File: src/hw/rtl/u8u16_pkg.sv
// ----------------------------------------------------------------------------
// u8u16_pkg
// Shared types and constants for the UTF-8 to UTF-16 transcoder.
// ----------------------------------------------------------------------------
package u8u16_pkg;

  localparam int unsigned AccW = 31;  // code point accumulator width
  localparam int unsigned RemW = 3;   // continuation bytes still due

  // Lead byte thresholds
  localparam logic [7:0] AsciiLimit = 8'h80;
  localparam logic [7:0] Lead2Limit = 8'hE0;
  localparam logic [7:0] Lead3Limit = 8'hF0;
  localparam logic [7:0] Lead4Limit = 8'hF8;
  localparam logic [7:0] Lead5Limit = 8'hFC;

  localparam logic [5:0]  ContMask  = 6'h3F;
  localparam logic [19:0] PlaneBase = 20'h10000;
  localparam logic [15:0] HiSurBase = 16'hD800;
  localparam logic [5:0]  LoSurTop  = 6'b110111;  // 0xDC00 >> 10

  // Result of one decode step as seen by the output side
  typedef struct packed {
    logic        emit;      // at least one unit produced
    logic        pair;      // a second (low surrogate) unit follows
    logic [15:0] unit0;     // first unit
    logic        last0;     // first unit closes this byte's run
    logic        done0;     // first unit closes the text
    logic        dropped0;  // first unit reports a dropped sequence
    logic [15:0] unit1;     // low surrogate
    logic        done1;     // low surrogate closes the text
  } step_res_t;

  // Bits kept from a lead byte, by its continuation count
  function automatic logic [7:0] keep_mask(input logic [RemW-1:0] len);
    logic [7:0] m;
    case (len)
      3'd1:    m = 8'h1F;
      3'd2:    m = 8'h0F;
      3'd3:    m = 8'h07;
      3'd4:    m = 8'h03;
      3'd5:    m = 8'h01;
      default: m = 8'h7F;
    endcase
    return m;
  endfunction

endpackage

File: src/hw/rtl/u8u16_decode.sv
// ----------------------------------------------------------------------------
// u8u16_decode
// One decode step: next accumulator state and the UTF-16 units for a byte.
// ----------------------------------------------------------------------------
module u8u16_decode (
  input  logic [u8u16_pkg::AccW-1:0] acc_i,
  input  logic [u8u16_pkg::RemW-1:0] rem_i,
  input  logic [7:0]                 data_byte_i,
  input  logic                       end_of_text_i,
  output logic [u8u16_pkg::AccW-1:0] acc_o,
  output logic [u8u16_pkg::RemW-1:0] rem_o,
  output u8u16_pkg::step_res_t       res_o
);
  import u8u16_pkg::*;

  logic [RemW-1:0] lead_len;
  logic [AccW-1:0] acc_nx;
  logic [RemW-1:0] rem_nx;
  logic            cp_done;
  logic [AccW-1:0] cp;
  logic            cp_pair;
  logic [19:0]     cp_off;

  // Continuation count from the lead byte thresholds
  always_comb begin
    if (data_byte_i < Lead2Limit)      lead_len = 3'd1;
    else if (data_byte_i < Lead3Limit) lead_len = 3'd2;
    else if (data_byte_i < Lead4Limit) lead_len = 3'd3;
    else if (data_byte_i < Lead5Limit) lead_len = 3'd4;
    else                               lead_len = 3'd5;
  end

  // Accumulator update
  always_comb begin
    acc_nx  = acc_i;
    rem_nx  = rem_i;
    cp_done = 1'b0;
    cp      = '0;
    if (rem_i == '0) begin
      if (data_byte_i < AsciiLimit) begin
        cp_done = 1'b1;
        cp      = AccW'(data_byte_i);
      end else begin
        acc_nx = AccW'(data_byte_i & keep_mask(lead_len));
        rem_nx = lead_len;
      end
    end else begin
      acc_nx = {acc_i[AccW-7:0], data_byte_i[5:0] & ContMask};
      rem_nx = rem_i - 3'd1;
      if (rem_nx == '0) begin
        cp_done = 1'b1;
        cp      = acc_nx;
        acc_nx  = '0;
      end
    end
    // end of text always returns to the idle state
    if (end_of_text_i) begin
      acc_nx = '0;
      rem_nx = '0;
    end
  end

  // Code point to UTF-16 units
  assign cp_pair = |cp[AccW-1:16];
  assign cp_off  = cp[19:0] - PlaneBase;

  always_comb begin
    res_o          = '0;
    res_o.unit1    = {LoSurTop, cp_off[9:0]};
    res_o.done1    = end_of_text_i;
    if (end_of_text_i && !cp_done && rem_i != '0) begin
      // text ended inside a sequence
      res_o.emit     = 1'b1;
      res_o.last0    = 1'b1;
      res_o.done0    = 1'b1;
      res_o.dropped0 = 1'b1;
    end else if (end_of_text_i && !cp_done) begin
      // text ended on a lead byte
      res_o.emit     = 1'b1;
      res_o.last0    = 1'b1;
      res_o.done0    = 1'b1;
      res_o.dropped0 = 1'b1;
    end else if (cp_done) begin
      res_o.emit  = 1'b1;
      res_o.pair  = cp_pair;
      res_o.unit0 = cp_pair ? (HiSurBase + 16'(cp_off[19:10])) : cp[15:0];
      res_o.last0 = !cp_pair;
      res_o.done0 = end_of_text_i && !cp_pair;
    end
  end

  assign acc_o = acc_nx;
  assign rem_o = rem_nx;

endmodule

File: src/hw/rtl/utf8_to_utf16_transcoder.sv
// ----------------------------------------------------------------------------
// utf8_to_utf16_transcoder
// UTF-8 byte stream in, UTF-16 code units out, valid/ready on both sides.
// ----------------------------------------------------------------------------
// One byte is taken per cycle while in_ready_o is high. A byte that finishes
// a code point has its result registered before its units appear. A code
// point up to 0xFFFF gives one unit. A code point above 0xFFFF gives a high
// and then a low surrogate, in turn, from the same output register. While
// the output register is busy, a spare register holds the result of the
// next byte, so a byte is not stalled after a pair. in_ready_o is low only
// while that spare register is full, which happens only when the output
// side stalls or the output rate is the limit. Lead bytes and unfinished
// continuation bytes give no unit. When end_of_text marks a byte inside an
// open sequence (or a lead byte), the sequence is dropped and a single unit
// 0 with partial_dropped set closes the text. No validation is done: stray
// and malformed bytes are decoded as they fall.
// ----------------------------------------------------------------------------
module utf8_to_utf16_transcoder (
  input  logic        clk_i,
  input  logic        rst_ni,
  input  logic        in_valid_i,
  output logic        in_ready_o,
  input  logic [7:0]  data_byte_i,
  input  logic        end_of_text_i,
  output logic        out_valid_o,
  input  logic        out_ready_i,
  output logic [15:0] code_unit_o,
  output logic        last_of_run_o,
  output logic        text_done_o,
  output logic        partial_dropped_o
);
  import u8u16_pkg::*;

  logic [AccW-1:0] acc_q, acc_d;
  logic [RemW-1:0] rem_q, rem_d;
  step_res_t       res;

  logic      out_valid_q;
  step_res_t out_res_q;
  logic      out_second_q;  // showing the low surrogate
  logic      skid_valid_q;
  step_res_t skid_res_q;

  logic in_fire, new_res, out_pop, out_more, out_free;

  u8u16_decode u_dec (
    .acc_i         (acc_q),
    .rem_i         (rem_q),
    .data_byte_i   (data_byte_i),
    .end_of_text_i (end_of_text_i),
    .acc_o         (acc_d),
    .rem_o         (rem_d),
    .res_o         (res)
  );

  // Handshakes; output slot frees when empty or its last unit is taken
  assign in_ready_o = !skid_valid_q;
  assign in_fire    = in_valid_i && in_ready_o;
  assign new_res    = in_fire && res.emit;
  assign out_pop    = out_valid_q && out_ready_i;
  assign out_more   = out_res_q.pair && !out_second_q;
  assign out_free   = !out_valid_q || (out_pop && !out_more);

  // Decoder state
  always_ff @(posedge clk_i or negedge rst_ni) begin
    if (!rst_ni) begin
      acc_q <= '0;
      rem_q <= '0;
    end else if (in_fire) begin
      acc_q <= acc_d;
      rem_q <= rem_d;
    end
  end

  // Output register: spare result first, else the new one
  always_ff @(posedge clk_i or negedge rst_ni) begin
    if (!rst_ni) begin
      out_valid_q  <= 1'b0;
      out_res_q    <= '0;
      out_second_q <= 1'b0;
    end else if (out_free) begin
      out_second_q <= 1'b0;
      if (skid_valid_q) begin
        out_valid_q <= 1'b1;
        out_res_q   <= skid_res_q;
      end else begin
        out_valid_q <= new_res;
        if (new_res) out_res_q <= res;
      end
    end else if (out_pop) begin
      out_second_q <= 1'b1;
    end
  end

  // Spare register for a result that arrives while the output is busy
  always_ff @(posedge clk_i or negedge rst_ni) begin
    if (!rst_ni) begin
      skid_valid_q <= 1'b0;
      skid_res_q   <= '0;
    end else if (skid_valid_q) begin
      if (out_free) skid_valid_q <= 1'b0;
    end else if (new_res && !out_free) begin
      skid_valid_q <= 1'b1;
      skid_res_q   <= res;
    end
  end

  assign out_valid_o       = out_valid_q;
  assign code_unit_o       = out_second_q ? out_res_q.unit1 : out_res_q.unit0;
  assign last_of_run_o     = out_second_q || out_res_q.last0;
  assign text_done_o       = out_second_q ? out_res_q.done1 : out_res_q.done0;
  assign partial_dropped_o = !out_second_q && out_res_q.dropped0;

endmodule
File: config.mk
export PLATFORM = sky130hd
export DESIGN_NAME = utf8_to_utf16_transcoder
export DESIGN_NICKNAME = d
export VERILOG_FILES = /design/src/hw/rtl/u8u16_pkg.sv /design/src/hw/rtl/u8u16_decode.sv /design/src/hw/rtl/utf8_to_utf16_transcoder.sv
export SDC_FILE = /design/constraint.sdc
export NUM_CORES = 1
export LEC_CHECK = 0
export ABC_AREA = 0
export BUFFER_PORTS_ARGS = -buffer_cell sky130_fd_sc_hd__buf_2
export CORE_MARGIN = 2
export CORE_UTILIZATION = 62
export CTS_CLUSTER_SIZE = 14
export DETAILED_ROUTE_END_ITERATION = 16
export MAX_ROUTING_LAYER = met4
export PLACE_DENSITY = 0.81
export SLEW_MARGIN = 20
export SYNTH_ARGS = -nofsm -noshare
export SYNTH_HDL_FRONTEND = slang
export SYNTH_HIERARCHICAL = 1
export SYNTH_SLANG_ARGS = --single-unit
File: constraint.sdc
create_clock -name clk_i -period 3.7 [get_ports clk_i]
set_clock_uncertainty 0.2 [all_clocks]
set_input_delay 0.74 -clock clk_i [delete_from_list [all_inputs] [get_ports clk_i]]
set_output_delay 0.74 -clock clk_i [all_outputs]
set_load 0.01 [all_outputs]
# Word-level counts from Yosys, hierarchy flattened
# Index checks and enable logic that the tools add are counted.
[totals] reg_bits=100 in_bits=13
[classes] n_mux=39 eq_ne=6 reduce_logical=28 magnitude_cmp=5 addsub=3 bitwise_logic=2
[op_table] operator="$mux 25" count=4
[op_table] operator="$mux 37" count=2
[op_table] operator="$mux 31" count=2
[op_table] operator="$lt 8x8->1 const B" count=5
[op_table] operator="$pmux 7 s5" count=1
[op_table] operator="$mux 17" count=2
[op_table] operator="$mux 16" count=2
[op_table] operator="$mux 8" count=3
[op_table] operator="$mux 3" count=7
[op_table] operator="$mux 20" count=1
[op_table] operator="$sub 20x17->20 const B" count=1
[op_table] operator="$add 15x11->16 const A" count=1
[op_table] operator="$reduce_or 15->1" count=1
[op_table] operator="$mux 1" count=14
[op_table] operator="$logic_and 1x1->1" count=10
[op_table] operator="$and 8x8->8" count=1
[op_table] operator="$logic_not 1->1" count=7
[op_table] operator="$eq 3x2->1 const B" count=2
[op_table] operator="$eq 3x3->1 const B" count=2
[op_table] operator="$logic_not 3->1" count=2
[op_table] operator="$reduce_and 2->1" count=3
[op_table] operator="$reduce_bool 2->1" count=2
[op_table] operator="$eq 3x1->1 const B" count=1
[op_table] operator="$ne 3x3->1 const B" count=1
[op_table] operator="5 further kinds" count=6

# Longest topological paths before layout
# Gate-level depths: netlist of run 1.
[logic_depth] word_depth=14 ltp_mapped=13 ltp_nobuf=11

# Cells and area by module
# The synthesis of run 1 kept the hierarchy.
[modules_own_cells] module="utf8_to_utf16_transcoder" n_inst=1 area_each_um2=5007.3 cells_each=399
[modules_own_cells] module="u8u16_decode" n_inst=1 area_each_um2=1146.1 cells_each=187

# Worst setup path before layout of run 1
# OpenSTA, ideal clock, no wires.
[synth_path] path_type="reg-to-reg" from="register rem_q[0]" to="register out_res_q[20] (netlist bit)" stages_incl_launch_ff=14 period_less_slack_ns=2.964 slack_ns=0.736 t_arrival_ns=2.636 path_cell_list="dfrtp_1 > inv_1 > ha_1 > nor4b_4 > or2_1 > buf_2 > nand2_1 > ha_1 > clkbuf_1 > o21a_1 > buf_2 > a22o_1 > o32ai_1 > nor3_1"
[synth_lines] element="start, declared" line="utf8_to_utf16_transcoder.sv:35" rtl="logic [RemW-1:0] rem_q, rem_d;"
[synth_lines] element="start signal, assigned" line="utf8_to_utf16_transcoder.sv:71" rtl="rem_q <= rem_d;"
[synth_lines] element="end signal, assigned" line="utf8_to_utf16_transcoder.sv:85" rtl="out_res_q <= skid_res_q;"
[synth_lines] element="end signal, assigned" line="utf8_to_utf16_transcoder.sv:88" rtl="if (new_res) out_res_q <= res;"
[synth_lines] element="end, declared" line="utf8_to_utf16_transcoder.sv:39" rtl="step_res_t out_res_q;"

==> results of run 1 <==
[worst min-delay path by stage]
stage | cells past startpoint | from | to | slack, ns
2_1_floorplan | 0 | rst_ni | acc_q[0]$_DFFE_PN0P_ | 0.24
3_3_place_gp | 1 | skid_res_q[18]$_DFFE_PN0P_ | skid_res_q[18]$_DFFE_PN0P_ | 0.29
3_5_place_dp | 1 | skid_res_q[17]$_DFFE_PN0P_ | skid_res_q[17]$_DFFE_PN0P_ | 0.30
4_1_cts | 1 | rst_ni | skid_res_q[16]$_DFFE_PN0P_ | 0.22
5_1_grt | 1 | rst_ni | skid_res_q[16]$_DFFE_PN0P_ | 0.25
6_report | 1 | rst_ni | skid_res_q[16]$_DFFE_PN0P_ | 0.20
[registers in the layout, indices dropped and copies added, names as in the netlist]
register / cells
out_res_q: 37
skid_res_q: 37
acc_q: 25
rem_q: 3
out_second_q: 1
out_valid_o: 1
skid_valid_q: 1
[layer usage]
layer  vias up  part of all wire [%]
li1       2068                     -
met3        23                   5.6
met2       143                    48
met4         0                   1.6
met1      2263                    44
met5         -                     0
[layout by cell type (no fill, tap or decap), types with 3 or more instances in the layout]
| cell type | instances |
|---|---|
| sky130_fd_sc_hd__a21oi_1 | 12 |
| sky130_fd_sc_hd__a22o_1 | 6 |
| sky130_fd_sc_hd__a22oi_1 | 20 |
| sky130_fd_sc_hd__a31oi_1 | 3 |
| sky130_fd_sc_hd__and2_1 | 3 |
| sky130_fd_sc_hd__buf_2 | 32 |
| sky130_fd_sc_hd__buf_4 | 12 |
| sky130_fd_sc_hd__clkbuf_8 | 11 |
| sky130_fd_sc_hd__conb_1 | 6 |
| sky130_fd_sc_hd__dfrtp_1 | 105 |
| sky130_fd_sc_hd__ha_1 | 5 |
| sky130_fd_sc_hd__inv_1 | 7 |
| sky130_fd_sc_hd__mux2_2 | 53 |
| sky130_fd_sc_hd__mux2_4 | 30 |
| sky130_fd_sc_hd__nand2_1 | 17 |
| sky130_fd_sc_hd__nand2b_1 | 4 |
| sky130_fd_sc_hd__nand3_1 | 5 |
| sky130_fd_sc_hd__nor2_1 | 67 |
| sky130_fd_sc_hd__nor2b_1 | 7 |
| sky130_fd_sc_hd__nor3_1 | 74 |
| sky130_fd_sc_hd__o21a_1 | 7 |
| sky130_fd_sc_hd__o21ai_0 | 9 |
| sky130_fd_sc_hd__o32ai_1 | 36 |
[final cells by class]
| type | count | area, sq um |
|---|---|---|
| multi-input combinational | 401 | 2950 |
| fill | 704 | 3020 |
| clock buffer | 12 | 155 |
| inverter | 7 | 26.3 |
| timing repair buffer | 45 | 270 |
| sequential | 105 | 2630 |
| clock inverter | 2 | 15.0 |
| tap | 111 | 139 |
[worst max-delay path, cell delays in order (launching register included)]
cell                      delay, ns
sky130_fd_sc_hd__dfrtp_1       0.37
sky130_fd_sc_hd__inv_1         0.09
sky130_fd_sc_hd__ha_1          0.30
sky130_fd_sc_hd__nor4b_4       0.41
sky130_fd_sc_hd__or2_1         0.34
sky130_fd_sc_hd__nand2_1       0.14
sky130_fd_sc_hd__ha_1          0.34
sky130_fd_sc_hd__a21oi_1       0.44
sky130_fd_sc_hd__a22o_1        0.25
sky130_fd_sc_hd__o32ai_1       0.10
sky130_fd_sc_hd__nor3_1        0.19
[through the flow]
step	utilization, %	total power, mW	setup slack [ns]	instances	hold slack [ns]
finish	67.2	5.14	0.453	683	0.200
global route	67.2	5.49	0.247	683	0.255
CTS	67.2	5.13	0.476	683	0.220
detailed placement	65.4	4.47	0.501	669	0.296
global placement	65.4	4.37	0.659	669	0.288
floorplan	-	3.84	0.736	566	0.244
[power by group through the flow]
stage,sequential (mW),clock [mW],combinational [mW]
floorplan,1.79,0,2.05
global placement,1.93,0,2.44
detailed placement,1.96,0,2.51
CTS,1.94,0.670,2.52
global route,2.00,0.713,2.77
finish,1.95,0.654,2.53
==> metrics list, run 1 <==
- Setup total negative slack on the finished layout was measured at 0 ns.
- In the routed design, unresolved DRC markers number 0.
- Max-cap violations in this run came to 0.
- Row count: 35
* Number of gates resized after cts: 0
* Count of clock tree sinks: ~110
- The internal portion of the total power is slightly below 3 mW.
- The critical path starts at rem_q[0]$_DFFE_PN0P_.
- Clock-pin slew on the worst setup and hold paths: about 0.1 ns
* Mean area per synthesized cell: between 10 and 15 sq um
* CP max FO: 10
* Destination of the critical timing path: out_res_q[22]$_DFFE_PN0P_
- The worst path uses between 80% and 90% of the clock period.
- After detailed routing, the total wire length is approximately 13 mm.
- Shortest period the worst path allows: 3.25 ns
- DR WL/cell: slightly below 20 um
* Number of failing hold endpoints at the final stage: 0
- Post-synthesis to final-layout area growth: 5.33%
- In the global route stage, met3 resource usage came out at 4.83%.
* Number of top-level pins: 34
- Data required time at the worst endpoint: around 3.8 ns
- Met1 track utilization from global routing: 40.2%
* Switch share: between 40 and 50%
- Launching element type of the critical path: flop
* Global-route wire length before repair: about 22 mm
- The finished cells cover 6180 sq um.
- Global routing used ~28% of the available tracks.
- Starting Density: around 64%
- At the pin with the least slew margin, the transition time is 0.909 ns.
- Source-to-sink clock delay at the later pin of the worst-skew pair: roughly 0.38 ns
- Congestion Overflow GR: 0
* Highest ir drop seen on vdd: around 430 uV
* Area enclosed by the die boundary: 10,300 sq um
- Net switching power of the design: roughly 2.2 mW
- Layer with the highest usage after global routing: met2
* Combinational cell fraction of total power: 49.3%
- After clock tree synthesis, the setup repair step added 0 buffers.
- Clock tree synthesis selected as its root buffer the cell sky130_fd_sc_hd__clkbuf_8.
* Fraction of layout cells with a size suffix above 1: between 20 and 30%
* Max-slew violation count: 0
* Result of the run: finished clean
* Count of hold buffers inserted by post-cts repair: 0
- The path class of the tightest hold or removal check is in -> async.
- Fraction of power consumed by the clock network: 12.7%
* Standard cell area after detailed placement: around 6000 sq um
- After legalization and detailed placement, the total HPWL measured ~8.4 mm.
- Count of TritonRoute iterations in the first routing pass: 6
- Cell leakage power: 2.83 nW
* Setup repair after global routing missed its margin: false
* Worst R2R Path Depth: 10
- Entering global routing, the biggest net connects 54 pins.
- Number of buffers created by CTS: 9
* Highest Clock Rate: 308 MHz
- Worst slew slack as a fraction of its limit: 39.4%
- Post-route antenna net violation count: 0
- Arrival time at the worst endpoint: between 3 and 4 ns
* Max Buffers Root-to-Sink: 2
- Routed vias/inst: approximately 6.6
- Cell area after synthesis: between 5000 and 6000 sq um
- For flop-to-flop paths, the worst setup slack is between 0.4 and 0.5 ns.
- Global placement routability congestion: 0.971
* Number of vias after detailed routing: 4,497
- YS warnings: 6
- For this run, global-route usage on met2 was measured as between 40% and 50%.
- Type of element capturing the critical path: flop
* Part of the power in registers: a little under two fifths
* Endpoints failing setup: 0
- Core area: 9200 sq um
- PwrDens: around 830 nW/um^2
- DR iter-0 viols: between 400 and 500
- The number of antenna diodes in the final layout is 0.
- The initial antenna violation count came to 0.
- Nets: 587
* Vias in the first global route: approximately 4,300
- Class of the most critical setup path: reg -> reg
- Capturing point of the worst reg2reg path: out_res_q[22]$_DFFE_PN0P_
- Horizontal extent of the die: between 100 and 150 um
- The startpoint identified for the worst register-to-register timing path is rem_q[0]$_DFFE_PN0P_.
- Synth Instances: 562
* H-Tree Depth: 3
- TritonCTS built the clock tree.
* Number of port buffers: 33
- The die is between 100 and 150 um tall.
Power figures use the tool's default switching activity.
==> run 2: changes to the inputs <==
--- a/config.mk
+++ b/config.mk
@@ -11,6 +11,7 @@
 export CORE_UTILIZATION = 62
 export CTS_CLUSTER_SIZE = 14
 export DETAILED_ROUTE_END_ITERATION = 16
+export GPL_TIMING_DRIVEN = 0
 export MAX_ROUTING_LAYER = met4
 export PLACE_DENSITY = 0.81
 export SLEW_MARGIN = 20
==> metrics list, run 2 (synthesis gave the netlist of run 1 again) <==
* Number of top-level pins: 34 (unchanged)
* Global-route wire length before repair: 23.4 mm (+4.7%)
- The number of clock buffers inserted by TritonCTS is 9 (unchanged).
- Post-Route WL: 14.2 mm (+6.0%)
- In this run the worst hold path is classified as in -> async.
- Source-to-sink clock delay at the later pin of the worst-skew pair: 0.39 ns (about the same)
- The internal portion of total power is 3.22 mW (+8.3%).
- Horizontal extent of the die: 101 um (unchanged)
- CP max FO: 10 (unchanged)
* PwrDens: 851 nW/um^2 (+2.4%)
- Worst slew slack as a fraction of its limit: 60.3% (+21 points)
- Arrival time at the worst endpoint: 3.54 ns (+0.20 ns)
* H-Tree Depth: 3 (unchanged)
- Net switching power of the design: 2.29 mW (+5.6%)
- Compared with the post-synthesis result, the final layout area differs by 10.3%.
* DR iter-0 viols: 325 (-25%)
* Post-route fraction of the period consumed by the critical path: 93.7% (+6.0 points)
- Area enclosed by the die boundary: 10,300 sq um (unchanged)
- Placed wire-length estimate: 10.2 mm (+20%)
- Top flop regs: out_res_q (37), skid_res_q (37), acc_q (25)
- Final setup TNS: 0 ns (unchanged)
- Setup repair after global routing left no endpoint under its margin.
- The overall track demand over capacity in global routing came to 30.5% (+2.0 points).
- The sum of internal, switching and leakage power is 5.51 mW (+7.2%).
- Most common cell after layout, fill and taps aside: sky130_fd_sc_hd__dfrtp_1
* Count of antenna diodes in the layout: 0 (unchanged)
- Fraction of layout cells with a size suffix above 1: 29.3% (+2.2 points)
- Fraction of the core area covered by cells at the end of the flow: 70.4% (+3.2 points)
- Max Buffers Root-to-Sink: 2 (unchanged)
- The time the worst path needs with I/O delays and setup was 3.47 ns (+0.221 ns).
- Post-route antenna net violation count: 0 (unchanged)
- Combinational cell fraction of total power: 49.4% (about the same)
* Count of TritonRoute iterations in the first routing pass: 5 (-1)
* Routed vias/inst: 6.40 (-2.8%)
* Starting Density: 63.8% (unchanged)
* Congestion Overflow GR: 0 (unchanged)
* Number of filler cells placed in the layout: 669 (-5.0%)
- Class of the most critical setup path: reg -> reg
* TritonCTS clock tree: yes
* Data required time at the worst endpoint: 3.77 ns (-0.02 ns)
- Clock-pin slew on the worst setup and hold paths: 0.11 ns (about the same)
- The number of sinks on the clock net is 105 (unchanged).
- The final count of negative-setup-slack endpoints was 0 (unchanged).
- Max-slew violation count: 0 (unchanged)
- The final setup slack of the worst path came to 0.232 ns (-0.221 ns).
- Number of vias after detailed routing: 4,645 (+3.3%)
- Result of the run: finished clean
* Row count: 35 (unchanged)
* Root buffer cell: sky130_fd_sc_hd__clkbuf_8
- The number of remaining DRC errors was 0 (unchanged).
- The worst setup path is captured at a flop.
- Antenna violations before repair: 0 (unchanged)
- The clock network power share came to 16.0% (+3.3 points).
* Vertical extent of the die: 101 um (unchanged)
* Standard cell area after detailed placement: 6220 sq um (+3.4%)
* Part of the power in registers: 34.6% (-3.3 points)
- Count of maximum capacitance violations: 0 (unchanged)
- Final non-filler cell area: 6470 sq um (+4.7%)
- The core area came to 9200 sq um (unchanged).
* Number of failing hold endpoints at the final stage: 0 (unchanged)
- DR WL/cell: 19.6 um (-0.26%)
* Launching element type of the critical path: flop
- The fmax is 288 MHz (-6.4%).
- The via count of the first global-routing pass came to 4,599 (+6.2%).
- The pin count of the biggest net entering global routing is 68 (+26%).
- Global placement routability congestion: 0.904 (-6.8%)
- The number of buffers inserted to repair setup after CTS came to 0 (unchanged).
* Most frequent cells in the layout: sky130_fd_sc_hd__dfrtp_1, sky130_fd_sc_hd__nor3_1, sky130_fd_sc_hd__nor2_1, sky130_fd_sc_hd__mux2_2, sky130_fd_sc_hd__buf_2
- The number of buffers added on ports was 32 (-3.0%).
- Switch share: 41.6% (-0.62 points)
* Highest ir drop seen on vdd: 458 uV (+6.4%)
* Nets: 628 (+7.0%)
- Cell leakage power: 3.00 nW (+5.9%)
- The setup slack at placement was 0.189 ns (-0.313 ns).
* Transition time at the pin with the least slew margin: 0.591 ns (-0.318 ns)
[run 2: cell count changes in the layout (fill, tap and decap cells not counted), sizes merged]
cell / previous run / this run
clkinvlp: 2 / 0
clkinv: 0 / 1
bufinv: 0 / 3
buf: 45 / 70
inv: 7 / 10
clkbuf: 12 / 25
[run 2: layout make-up]
type	count	area [sq um]	area share, %
Clock buffer	9	124	1.91
Timing Repair Buffer	33	194	3.00
Tap cell	111	139	2.15
Sequential cell	105	2630	40.6
Buffer	53	293	4.52
Clock inverter	7	124	1.91
Multi-Input combinational cell	401	2940	45.5
Inverter	7	26.3	0.406
[run 2: power groups by stage]
stage | clock [mW] | combinational, mW | sequential, mW
after floorplan | 0 | 2.05 | 1.79
after global placement | 0 | 2.58 | 1.89
after detailed placement | 0 | 2.68 | 1.91
after CTS | 0.892 | 2.70 | 1.89
after global routing | 0.940 | 2.98 | 1.95
final | 0.878 | 2.72 | 1.91
[run 2: final timing paths]
kind / from / endpoint / slack [ns] / cells after the start
max reg2reg: rem_q[0]$_DFFE_PN0P_ / out_res_q[22]$_DFFE_PN0P_ / 0.23 / 13
max: rem_q[0]$_DFFE_PN0P_ / out_res_q[22]$_DFFE_PN0P_ / 0.23 / 13
min: rst_ni / out_res_q[16]$_DFFE_PN0P_ / 0.03 / 1
min in group clk_i: rem_q[2]$_DFFE_PN0P_ / rem_q[2]$_DFFE_PN0P_ / 0.31 / 1
min reg2reg: rem_q[2]$_DFFE_PN0P_ / rem_q[2]$_DFFE_PN0P_ / 0.31 / 1
max in group asynchronous: rst_ni / acc_q[19]$_DFFE_PN0P_ / 2.61 / 2
[run 2: repair_timing]
item	4_1_cts	5_1_grt
setup endpoints to repair	0	3
resized for setup	0	1
hold buffers	0	0
[run 2: stage by stage]
stage	hold slack [ns]	std cells
finish	0.0322	726
global route	0.0502	726
CTS	0.0418	726
detailed placement	0.289	710
global placement	0.287	709
floorplan	0.244	566
[run 2: layer usage]
metal | global-route usage [%] | vias to the layer above | part of all wire [%]
met3 | 5.52 | 33 | 5.1
met4 | 10.6 | 0 | 2.3
met2 | 50.3 | 140 | 50
met5 | - | - | 0
met1 | 38.0 | 2324 | 42
li1 | - | 2148 | -
[run 2: critical path, stage by stage (launching register included)]
cell and delay, ns:
sky130_fd_sc_hd__dfrtp_1 0.38, sky130_fd_sc_hd__inv_1 0.09, sky130_fd_sc_hd__ha_1 0.31, sky130_fd_sc_hd__nor4b_4 0.41, sky130_fd_sc_hd__or2_1 0.15, sky130_fd_sc_hd__buf_2 0.19
sky130_fd_sc_hd__nand2_1 0.10, sky130_fd_sc_hd__ha_1 0.21, sky130_fd_sc_hd__clkbuf_1 0.22, sky130_fd_sc_hd__o21a_1 0.16, sky130_fd_sc_hd__buf_2 0.17, sky130_fd_sc_hd__a22o_1 0.30
sky130_fd_sc_hd__o32ai_1 0.36, sky130_fd_sc_hd__nor3_1 0.09
